File: src/rtl/lsbpd_pkg.sv
// Package for the log spectrum bar block: widths, register indexes, bar edge table
// and the bin-to-bar lookup function.
// No dependencies.
`default_nettype none

package lsbpd_pkg;

    localparam int FFT_POINTS  = 512;
    localparam int BIN_INDEX_W = $clog2(FFT_POINTS);
    localparam int GAIN_W      = 32;
    localparam int HEIGHT_W    = 7;
    localparam int BAR_W       = 5;
    localparam int MAX_BARS    = 32;
    localparam int TERM_W      = HEIGHT_W + 1;
    localparam int M_TDATA_W   = 16;
    localparam int CFG_INDEX_W = 2;
    localparam int CFG_DATA_W  = GAIN_W;

    localparam logic [TERM_W-1:0] TERM_SAT = TERM_W'(1 << HEIGHT_W);

    localparam logic [CFG_INDEX_W-1:0] REG_GAIN    = 2'd0;
    localparam logic [CFG_INDEX_W-1:0] REG_DECAY   = 2'd1;
    localparam logic [CFG_INDEX_W-1:0] REG_CEILING = 2'd2;

    localparam logic [GAIN_W-1:0]   GAIN_RESET    = 32'd768;
    localparam logic [HEIGHT_W-1:0] DECAY_RESET   = 7'd6;
    localparam logic [HEIGHT_W-1:0] CEILING_RESET = 7'd127;

    localparam logic [BIN_INDEX_W-1:0] BAR_EDGE [MAX_BARS+1] = '{
        9'd1,   9'd2,   9'd3,   9'd4,   9'd5,   9'd6,   9'd7,   9'd8,
        9'd10,  9'd11,  9'd13,  9'd15,  9'd17,  9'd19,  9'd21,  9'd23,
        9'd25,  9'd29,  9'd33,  9'd37,  9'd40,  9'd44,  9'd48,  9'd54,
        9'd61,  9'd67,  9'd74,  9'd90,  9'd101, 9'd137, 9'd158, 9'd187,
        9'd255
    };

    typedef struct packed {
        logic             hit;
        logic             close;
        logic [BAR_W-1:0] bar;
    } bin_map_t;

    typedef struct packed {
        logic             upd;
        logic             close;
        logic [BAR_W-1:0] bar;
    } bar_cmd_t;

    function automatic bin_map_t bin_lookup(logic [BIN_INDEX_W-1:0] idx,
                                            logic [BAR_W:0] bar_count);
        bin_map_t m;
        m = '0;
        for (int b = 0; b < MAX_BARS; b++) begin
            if (b < int'(bar_count) && idx >= BAR_EDGE[b] && idx < BAR_EDGE[b+1]) begin
                m.hit   = 1'b1;
                m.bar   = BAR_W'(b);
                m.close = (idx == BAR_EDGE[b+1] - 9'd1);
            end
        end
        return m;
    endfunction

endpackage

`default_nettype wire

File: src/rtl/log_spectrum_bar_peak_decay_top.sv
// Path: an accepted beat starts lsbpd_mag (S_RUN, one root bit per cycle, then S_TAIL),
// whose done lets lsbpd_bar update; a closing bin, once the result register is free,
// loads it. A mapped bin holds s_tready low until that update; unmapped bins do not.
// The result register lets the next beat in while a result waits on m_tready.
// Reset: synchronous, active-low aresetn; clears control, bar sum, all peaks at once
// and loads register defaults (gain 768, decay step 6, ceiling 127); no clearing pass.
`default_nettype none

module log_spectrum_bar_peak_decay_top import lsbpd_pkg::*; #(
    parameter int BAR_COUNT  = 32,
    parameter int POWER_BITS = 48,
    localparam int S_TDATA_W = ((BIN_INDEX_W + POWER_BITS + 7) / 8) * 8
) (
    input  wire logic                   aclk,
    input  wire logic                   aresetn,
    input  wire logic                   cfg_wr_en,
    input  wire logic [CFG_INDEX_W-1:0] cfg_index,
    input  wire logic [CFG_DATA_W-1:0]  cfg_wdata,
    input  wire logic                   s_tvalid,
    output logic                        s_tready,
    input  wire logic [S_TDATA_W-1:0]   s_tdata,  // bin_index, bin_power
    output logic                        m_tvalid,
    input  wire logic                   m_tready,
    output logic [M_TDATA_W-1:0]        m_tdata,  // bar_number, bar_height
    output logic                        m_tlast
);

    localparam int PAD_W = M_TDATA_W - BAR_W - HEIGHT_W;

    typedef enum logic {S_IDLE, S_MAG} state_t;

    state_t                state_reg;
    bin_map_t              map_reg;
    logic [GAIN_W-1:0]     gain_reg;
    logic [HEIGHT_W-1:0]   decay_reg;
    logic [HEIGHT_W-1:0]   ceiling_reg;
    logic                  m_tvalid_reg;
    logic [M_TDATA_W-1:0]  m_tdata_reg;
    logic                  m_tlast_reg;

    logic                  accept;
    bin_map_t              map;
    logic                  mag_done;
    logic [TERM_W-1:0]     term;
    bar_cmd_t              bar_cmd;
    logic [HEIGHT_W-1:0]   bar_height;

    always_comb begin
        s_tready    = (state_reg == S_IDLE);
        accept      = s_tvalid & s_tready;
        map         = bin_lookup(s_tdata[BIN_INDEX_W-1:0], (BAR_W+1)'(BAR_COUNT));
        bar_cmd.upd = (state_reg == S_MAG) && mag_done
                      && (!map_reg.close || !m_tvalid_reg || m_tready);
        bar_cmd.close = map_reg.close;
        bar_cmd.bar   = map_reg.bar;
    end

    lsbpd_mag #(
        .POWER_BITS (POWER_BITS)
    ) u_mag (
        .aclk    (aclk),
        .aresetn (aresetn),
        .start   (accept && map.hit),
        .power   (s_tdata[BIN_INDEX_W +: POWER_BITS]),
        .gain    (gain_reg),
        .done    (mag_done),
        .term    (term)
    );

    lsbpd_bar #(
        .BAR_COUNT (BAR_COUNT)
    ) u_bar (
        .aclk       (aclk),
        .aresetn    (aresetn),
        .cmd        (bar_cmd),
        .term       (term),
        .ceiling    (ceiling_reg),
        .decay_step (decay_reg),
        .height     (bar_height)
    );

    always_ff @(posedge aclk) begin
        if (!aresetn) begin
            state_reg    <= S_IDLE;
            m_tvalid_reg <= 1'b0;
            gain_reg     <= GAIN_RESET;
            decay_reg    <= DECAY_RESET;
            ceiling_reg  <= CEILING_RESET;
        end else begin
            if (cfg_wr_en) begin
                unique case (cfg_index)
                    REG_GAIN:    gain_reg    <= cfg_wdata;
                    REG_DECAY:   decay_reg   <= cfg_wdata[HEIGHT_W-1:0];
                    REG_CEILING: ceiling_reg <= cfg_wdata[HEIGHT_W-1:0];
                    default: ;
                endcase
            end

            unique case (state_reg)
                S_IDLE: begin
                    if (accept) begin
                        map_reg <= map;
                        if (map.hit) begin
                            state_reg <= S_MAG;
                        end
                    end
                end
                S_MAG: begin
                    if (bar_cmd.upd) begin
                        state_reg <= S_IDLE;
                    end
                end
                default: begin
                    state_reg <= S_IDLE;
                end
            endcase

            if (bar_cmd.upd && bar_cmd.close) begin
                m_tvalid_reg <= 1'b1;
                m_tdata_reg  <= {{PAD_W{1'b0}}, bar_height, bar_cmd.bar};
                m_tlast_reg  <= (bar_cmd.bar == BAR_W'(BAR_COUNT - 1));
            end else if (m_tready) begin
                m_tvalid_reg <= 1'b0;
            end
        end
    end

    assign m_tvalid = m_tvalid_reg;
    assign m_tdata  = m_tdata_reg;
    assign m_tlast  = m_tlast_reg;

`ifndef SYNTHESIS
    a_result_from_mag: assert property (@(posedge aclk) disable iff (!aresetn)
        $rose(m_tvalid_reg) |-> $past(state_reg == S_MAG && mag_done))
        else $error("result beat raised without a finished magnitude");

    a_hit_starts_mag: assert property (@(posedge aclk) disable iff (!aresetn)
        accept && map.hit |=> state_reg == S_MAG && !mag_done)
        else $error("mapped bin did not start the magnitude unit");

    a_last_bar_number: assert property (@(posedge aclk) disable iff (!aresetn)
        m_tvalid_reg && m_tlast_reg |-> m_tdata_reg[BAR_W-1:0] == BAR_W'(BAR_COUNT - 1))
        else $error("tlast on a bar other than the final one");
`endif

endmodule

`default_nettype wire

File: src/rtl/lsbpd_mag.sv
// Bin magnitude unit: digit-serial square root, one root bit per cycle, with the
// gain product accumulated MSB first as the root bits come out. Uses lsbpd_pkg.
`default_nettype none

module lsbpd_mag import lsbpd_pkg::*; #(
    parameter int POWER_BITS = 48
) (
    input  wire logic                  aclk,
    input  wire logic                  aresetn,
    input  wire logic                  start,
    input  wire logic [POWER_BITS-1:0] power,
    input  wire logic [GAIN_W-1:0]     gain,
    output logic                       done,
    output logic [TERM_W-1:0]          term
);

    localparam int RW = (POWER_BITS + 1) / 2;
    localparam int CW = $clog2(RW);
    localparam int AW = GAIN_W - 1;

    typedef enum logic [1:0] {S_IDLE, S_RUN, S_TAIL} state_t;

    state_t             state_reg;
    logic [2*RW-1:0]    rad_reg;
    logic [RW+1:0]      rem_reg;
    logic [RW-1:0]      root_reg;
    logic [CW-1:0]      cnt_reg;
    logic               bit_reg;
    logic               bit_vld_reg;
    logic [AW-1:0]      acc_reg;
    logic               sat_reg;
    logic               done_reg;

    logic [RW+3:0]      minuend;
    logic [RW+3:0]      subtr;
    logic [RW+4:0]      diff;
    logic               fits;
    logic [RW+1:0]      rem_next;
    logic [RW-1:0]      root_next;
    logic [GAIN_W:0]    prod;
    logic [AW-1:0]      acc_next;
    logic               sat_next;

    always_comb begin
        minuend   = {rem_reg, rad_reg[2*RW-1 -: 2]};
        subtr     = {2'b00, root_reg, 2'b01};
        diff      = {1'b0, minuend} - {1'b0, subtr};
        fits      = ~diff[RW+4];
        rem_next  = fits ? diff[RW+1:0] : minuend[RW+1:0];
        root_next = {root_reg[RW-2:0], fits};
        prod      = {1'b0, acc_reg, 1'b0} + {1'b0, (bit_reg ? gain : {GAIN_W{1'b0}})};
        acc_next  = prod[AW-1:0];
        sat_next  = sat_reg | (prod[GAIN_W:AW] != 2'b00);
    end

    always_ff @(posedge aclk) begin
        if (!aresetn) begin
            state_reg   <= S_IDLE;
            bit_vld_reg <= 1'b0;
            done_reg    <= 1'b0;
        end else begin
            bit_vld_reg <= (state_reg == S_RUN);
            if (bit_vld_reg) begin
                acc_reg <= acc_next;
                sat_reg <= sat_next;
            end
            unique case (state_reg)
                S_IDLE: begin
                    if (start) begin
                        rad_reg   <= (2*RW)'(power);
                        rem_reg   <= '0;
                        root_reg  <= '0;
                        cnt_reg   <= '0;
                        acc_reg   <= '0;
                        sat_reg   <= 1'b0;
                        done_reg  <= 1'b0;
                        state_reg <= S_RUN;
                    end
                end
                S_RUN: begin
                    rem_reg  <= rem_next;
                    root_reg <= root_next;
                    rad_reg  <= {rad_reg[2*RW-3:0], 2'b00};
                    bit_reg  <= fits;
                    cnt_reg  <= cnt_reg + 1'b1;
                    if (cnt_reg == CW'(RW - 1)) begin
                        state_reg <= S_TAIL;
                    end
                end
                S_TAIL: begin
                    done_reg  <= 1'b1;
                    state_reg <= S_IDLE;
                end
                default: begin
                    state_reg <= S_IDLE;
                end
            endcase
        end
    end

    assign done = done_reg;
    assign term = sat_reg ? TERM_SAT : {1'b0, acc_reg[AW-1 -: HEIGHT_W]};

`ifndef SYNTHESIS
    a_no_done_while_busy: assert property (@(posedge aclk) disable iff (!aresetn)
        state_reg != S_IDLE |-> !done_reg)
        else $error("magnitude flagged done while still iterating");

    a_tail_finishes: assert property (@(posedge aclk) disable iff (!aresetn)
        state_reg == S_TAIL |=> done_reg && state_reg == S_IDLE)
        else $error("magnitude tail did not finish the item");
`endif

endmodule

`default_nettype wire

File: src/rtl/lsbpd_bar.sv
// Bar accumulator: saturating running sum of the open bar and the per-bar peak
// store with decay. Uses lsbpd_pkg.
`default_nettype none

module lsbpd_bar import lsbpd_pkg::*; #(
    parameter int BAR_COUNT = 32
) (
    input  wire logic                aclk,
    input  wire logic                aresetn,
    input  wire bar_cmd_t            cmd,
    input  wire logic [TERM_W-1:0]   term,
    input  wire logic [HEIGHT_W-1:0] ceiling,
    input  wire logic [HEIGHT_W-1:0] decay_step,
    output logic [HEIGHT_W-1:0]      height
);

    localparam int PW = (BAR_COUNT > 1) ? $clog2(BAR_COUNT) : 1;

    logic [HEIGHT_W-1:0] sum_reg;
    logic [HEIGHT_W-1:0] peak_reg [BAR_COUNT];

    logic [PW-1:0]       sel;
    logic [HEIGHT_W+1:0] total;
    logic [HEIGHT_W-1:0] sum_sat;
    logic [HEIGHT_W-1:0] peak_cur;

    always_comb begin
        sel      = cmd.bar[PW-1:0];
        total    = {2'b00, sum_reg} + {1'b0, term};
        sum_sat  = (total > {2'b00, ceiling}) ? ceiling : total[HEIGHT_W-1:0];
        peak_cur = peak_reg[sel];
        if (sum_sat > peak_cur) begin
            height = sum_sat;
        end else if (peak_cur > decay_step) begin
            height = peak_cur - decay_step;
        end else begin
            height = '0;
        end
    end

    always_ff @(posedge aclk) begin
        if (!aresetn) begin
            sum_reg <= '0;
            for (int i = 0; i < BAR_COUNT; i++) begin
                peak_reg[i] <= '0;
            end
        end else if (cmd.upd) begin
            if (cmd.close) begin
                sum_reg       <= '0;
                peak_reg[sel] <= height;
            end else begin
                sum_reg <= sum_sat;
            end
        end
    end

endmodule

`default_nettype wire
File: config.mk
export PLATFORM = sky130hd
export DESIGN_NAME = log_spectrum_bar_peak_decay_top
export DESIGN_NICKNAME = d
export VERILOG_FILES = /design/src/rtl/lsbpd_pkg.sv /design/src/rtl/log_spectrum_bar_peak_decay_top.sv /design/src/rtl/lsbpd_mag.sv /design/src/rtl/lsbpd_bar.sv
export SDC_FILE = /design/constraint.sdc
export NUM_CORES = 1
export LEC_CHECK = 0
export BUFFER_PORTS_ARGS = -buffer_cell sky130_fd_sc_hd__buf_2
export CORE_ASPECT_RATIO = 1.25
export CORE_MARGIN = 4
export CORE_UTILIZATION = 45
export CTS_BUF_LIST = sky130_fd_sc_hd__clkbuf_4 sky130_fd_sc_hd__clkbuf_8 sky130_fd_sc_hd__clkbuf_16
export CTS_CLUSTER_DIAMETER = 60
export CTS_CLUSTER_SIZE = 14
export DETAILED_ROUTE_END_ITERATION = 10
export GPL_TIMING_DRIVEN = 0
export PLACE_DENSITY = 0.69
export RECOVER_POWER = 50
export SYNTH_ARGS = -nofsm -noshare
export SYNTH_HDL_FRONTEND = slang
export SYNTH_SLANG_ARGS = --single-unit
File: constraint.sdc
create_clock -name aclk -period 12.1 [get_ports aclk]
set_input_delay 1.21 -clock aclk [delete_from_list [all_inputs] [get_ports aclk]]
set_output_delay 1.21 -clock aclk [all_outputs]
set_load 0.05 [all_outputs]
==> impl_results.md <==
* YS warnings at 0
* Setup total negative slack at 0 ns
* Cell count after synthesis at 2194
* Status: finished, violations left
* Final Cycle Share at 0.589
* Pwr Density at 145 mW/mm2
* Synth area leader: edfxtp_1
* WL/cell at ~21 um
* Crit path kind: reg -> reg
* Post-synthesis sequential area ratio at 0.530
* Synth unique cells at 80
* Inst Count DP at 2969
* Int Pwr at 2.65 mW
* Finished Layout Cells at around 3000
* ANT nets after route at 0
* Netlist Area Pre-Place at approximately 0.024 mm2
* Final Hold Vio Count at 0
* Max-Cap Viols at 5
* Hold Path Depth at 2
* Chip width at 213 um
* Avg Inst Size Synth at about 11 um2
* Switching Power at 1.17 mW
* Switching Share at 0.306
* Global Route Usage Sum at 0.223
* Sequential share of power at 0.462
* Violated checks: max-capacitance violations, max-slew violations
* Setup Buffers After CTS at 0
* Fmax at 0.140 GHz
* Clock latency on the worst-skew pair at 0.62 ns
* Post-CTS Resized at 0
* Count of pins over their slew limit at 131
* Gp weighted congestion at 0.944
* Initial core utilization at 0.457
* CTS root buf: clkbuf_16
* Post-synth top flop: edfxtp_1
* Class of the worst hold path: reg -> reg
* Leakage at 10.2 nW
* Initial DRC Count at roughly 1700
* TritonCTS clock tree: built
* RSZ-0062 raised after global routing: no
* Fillers at 4603
* TritonCTS Sinks at 438
* P&R area growth vs syn at 10.8%
* First-pass GRT wire length at a little under 100 mm
* Worst reg2reg path endpoint: u_bar.peak_reg[13][3]$_SDFFCE_PN0P_
* Post-CTS Hold Buffers at 0
* Clock power frac at 0.328
* Grt ovf at 0
* Number of port buffers at 106
* Clk buf depth at 3
* Dpl hpwl at 46.3 mm
* Top cells by area, synth: edfxtp_1 48%, a21oi_1 5.7%, nand2_1 5.7%
* Layout cells sized above 1 at 0.112
* Number of synthesized register bits at 438
* VDD IR-drop max at approximately 0.1 mV
* Slew headroom at -1.48
* Ports at 122
* Die area at about 0.056 mm2
* Max FFs per register at 224
* Via-to-Cell Ratio at 5.91
* Row cnt at 93
* Crit start category: flop
* Initial antenna violation count at 0
* Min cycle time layout at 7.13 ns
* Clk slew on worst S/H paths at 0.07 ns
* Multi-input combinational cell area at 0.0102 mm2
* Worst-margin pin slew at 3.72 ns
* Critical R2R Launch: u_mag.sat_reg$_DFFE_PP_
* Critical path capture point type: flop
* CTS buffer count at 40
* FFs w/ async S/R, synth at 0
* Endpoints failing setup at 0
* Reg area at 0.0126 mm2
* Top cell type's share of synthesized area at 0.481
* Vias in the first global route at 18100
* Routed Wire Length at approximately 64 mm
* Worst r2r path cells at 25
* Worst Hold Launch: gain_reg[24]$_SDFFE_PN0P_
* Largest net degree at the start of global routing at 70
* Drt drc at 0
* Router iterations before antenna repair at 6
* WP data arrival at 7.53 ns
* H-Tree Depth at 2
* Clock skew at 0.0461 ns
* Core area at ~0.052 mm2
* Die height at between 200 and 300 um
* # diodes at 0
* Combinational share of power at 0.210
* R2r setup slk at 4.97 ns
* Nets at approximately 2500
* Post-synth EDFFs at between 300 and 400
* Via Count at 17900
* Hold path endpoint: gain_reg[24]$_SDFFE_PN0P_
* Worst-path fanout max at 10
* CP Data Required Time at 12.50 ns
==> synthesized netlist by cell type, types with 6 or more instances <==
cell type  instances
and2_1            40
nor3b_1            7
mux4_2            56
a211oi_1          10
xnor2_1           51
a21o_1            26
buf_6              8
buf_1              9
nand2b_1          19
mux2i_1           43
nand2_1          361
dfxtp_1           59
nor2_2             6
clkbuf_1          92
nor4_1             9
nand4_1            7
buf_2             21
o21a_1            22
or2_2              7
o211a_1            7
and3_1            16
a31oi_1            7
inv_1             80
a22o_1            25
a21oi_1          272
nor2b_1           27
edfxtp_1         379
o211ai_1          13
nor3_1            23
ha_1              85
nand3_1           23
o21bai_1           9
nor2_1           147
nand3b_1           6
xor2_1            13
o21ai_0           57
buf_4              7
o22ai_1           11
a21boi_0          36
a22oi_1            8
o21ai_2            6
==> metrics by stage <==
| stage | hold WS (ns) | power, mW | area, um2 | worst slack, ns | util |
|---|---|---|---|---|---|
| finish | 0.462 | 3.82 | 26200 | 4.97 | 0.507 |
| global route | 0.497 | 3.96 | 26200 | 4.58 | 0.507 |
| CTS | 0.465 | 3.82 | 26400 | 5.30 | 0.509 |
| detailed placement | 0.452 | 2.59 | 25100 | 5.37 | 0.485 |
| global placement | 0.448 | 2.57 | 25100 | 5.57 | 0.484 |
| floorplan | 0.424 | 2.33 | 23700 | 6.75 | - |
==> layout by cell type, fill, tap and decap left out, drive strengths merged, types with 13 or more instances in the layout <==
| cell type | synthesis | final |
|---|---|---|
| edfxtp | 379 | 379 |
| nand2 | 361 | 361 |
| a21oi | 275 | 275 |
| clkbuf | 92 | 172 |
| nor2 | 154 | 154 |
| buf | 45 | 125 |
| ha | 85 | 85 |
| inv | 80 | 84 |
| o21ai | 66 | 66 |
| dfxtp | 59 | 59 |
| mux4 | 56 | 56 |
| xnor2 | 51 | 51 |
| mux2i | 43 | 43 |
| and2 | 40 | 40 |
| a21boi | 39 | 39 |
| nor2b | 27 | 27 |
| nor3 | 27 | 27 |
| a21o | 26 | 26 |
| a22o | 25 | 25 |
| nand3 | 23 | 23 |
| o21a | 22 | 22 |
| nand2b | 19 | 19 |
| and3 | 16 | 16 |
| xor2 | 13 | 13 |
| o211ai | 13 | 13 |
==> area by class of cell <==
class,instances,area share
inverter,80,0.0114
multi-input combinational,1542,0.387
tap,665,0.0317
timing repair buffer,107,0.0196
buffer,137,0.0234
clock inverter,11,0.00529
clock buffer,53,0.0424
sequential,438,0.479
==> critical path: stages, from the launching register on <==
cell	delay (ns)
edfxtp_1	0.37
clkbuf_1	0.34
nor2b_1	0.12
ha_1	0.23
fa_1	0.40
xor2_1	0.33
ha_1	0.32
o21a_1	0.12
o21a_1	0.16
o21a_1	0.16
o21a_1	0.16
o21a_1	0.19
o22ai_1	0.17
clkbuf_1	0.33
a21oi_1	0.15
nor2_1	0.27
inv_1	0.09
ha_1	0.31
a21o_1	0.17
a21o_1	0.18
a221oi_1	0.42
a41oi_1	0.28
a211oi_2	0.51
nand3b_1	0.46
clkbuf_1	0.43
a21oi_1	0.27
==> kinds of logic (layout without fill, tap and decap cells) <==
| group | after synthesis | count (layout) | synth area share |
|---|---|---|---|
| adders and majority gates | 88 | 88 | 0.0474 |
| AOI/OAI and AO/OA | 564 | 564 | 0.149 |
| muxes | 100 | 100 | 0.0719 |
| DFF | 438 | 438 | 0.530 |
| other | 1 | 4 | 0.000158 |
| and+or+nand+nor | 722 | 722 | 0.138 |
| buffers and inverters | 217 | 388 | 0.0391 |
| xor gates and xnor gates | 64 | 64 | 0.0237 |
==> metal layers <==
layer,GRT usage,part of all wire,vias up
li1,-,-,8291
met5,0,0,-
met1,0.283,0.39,8635
met2,0.380,0.49,811
met3,0.0373,0.077,181
met4,0.0908,0.044,0
==> power by group through the flow <==
stage                     Clock [mW]  Sequential (mW)  Combinational, mW
after floorplan                    0             1.78              0.551
after global placement             0             1.79              0.773
after detailed placement           0             1.79              0.792
after CTS                       1.27             1.76              0.797
after global routing            1.32             1.77              0.866
final                           1.25             1.76              0.802
==> how the worst max path moves through the flow <==
| stage | slack [ns] | startpoint | endpoint | depth (start not counted) |
|---|---|---|---|---|
| after floorplan | 6.75 | u_mag.sat_reg$_DFFE_PP_ | u_bar.peak_reg[17][3]$_SDFFCE_PN0P_ | 25 |
| after global placement | 5.57 | u_mag.sat_reg$_DFFE_PP_ | u_bar.peak_reg[19][3]$_SDFFCE_PN0P_ | 25 |
| after detailed placement | 5.37 | u_mag.sat_reg$_DFFE_PP_ | u_bar.peak_reg[13][3]$_SDFFCE_PN0P_ | 25 |
| after CTS | 5.30 | u_mag.sat_reg$_DFFE_PP_ | u_bar.peak_reg[13][3]$_SDFFCE_PN0P_ | 25 |
| after global routing | 4.58 | aresetn | u_mag.rad_reg[10]$_DFFE_PP_ | 4 |
| final | 4.97 | u_mag.sat_reg$_DFFE_PP_ | u_bar.peak_reg[13][3]$_SDFFCE_PN0P_ | 25 |
Power figures use the tool's default switching activity.
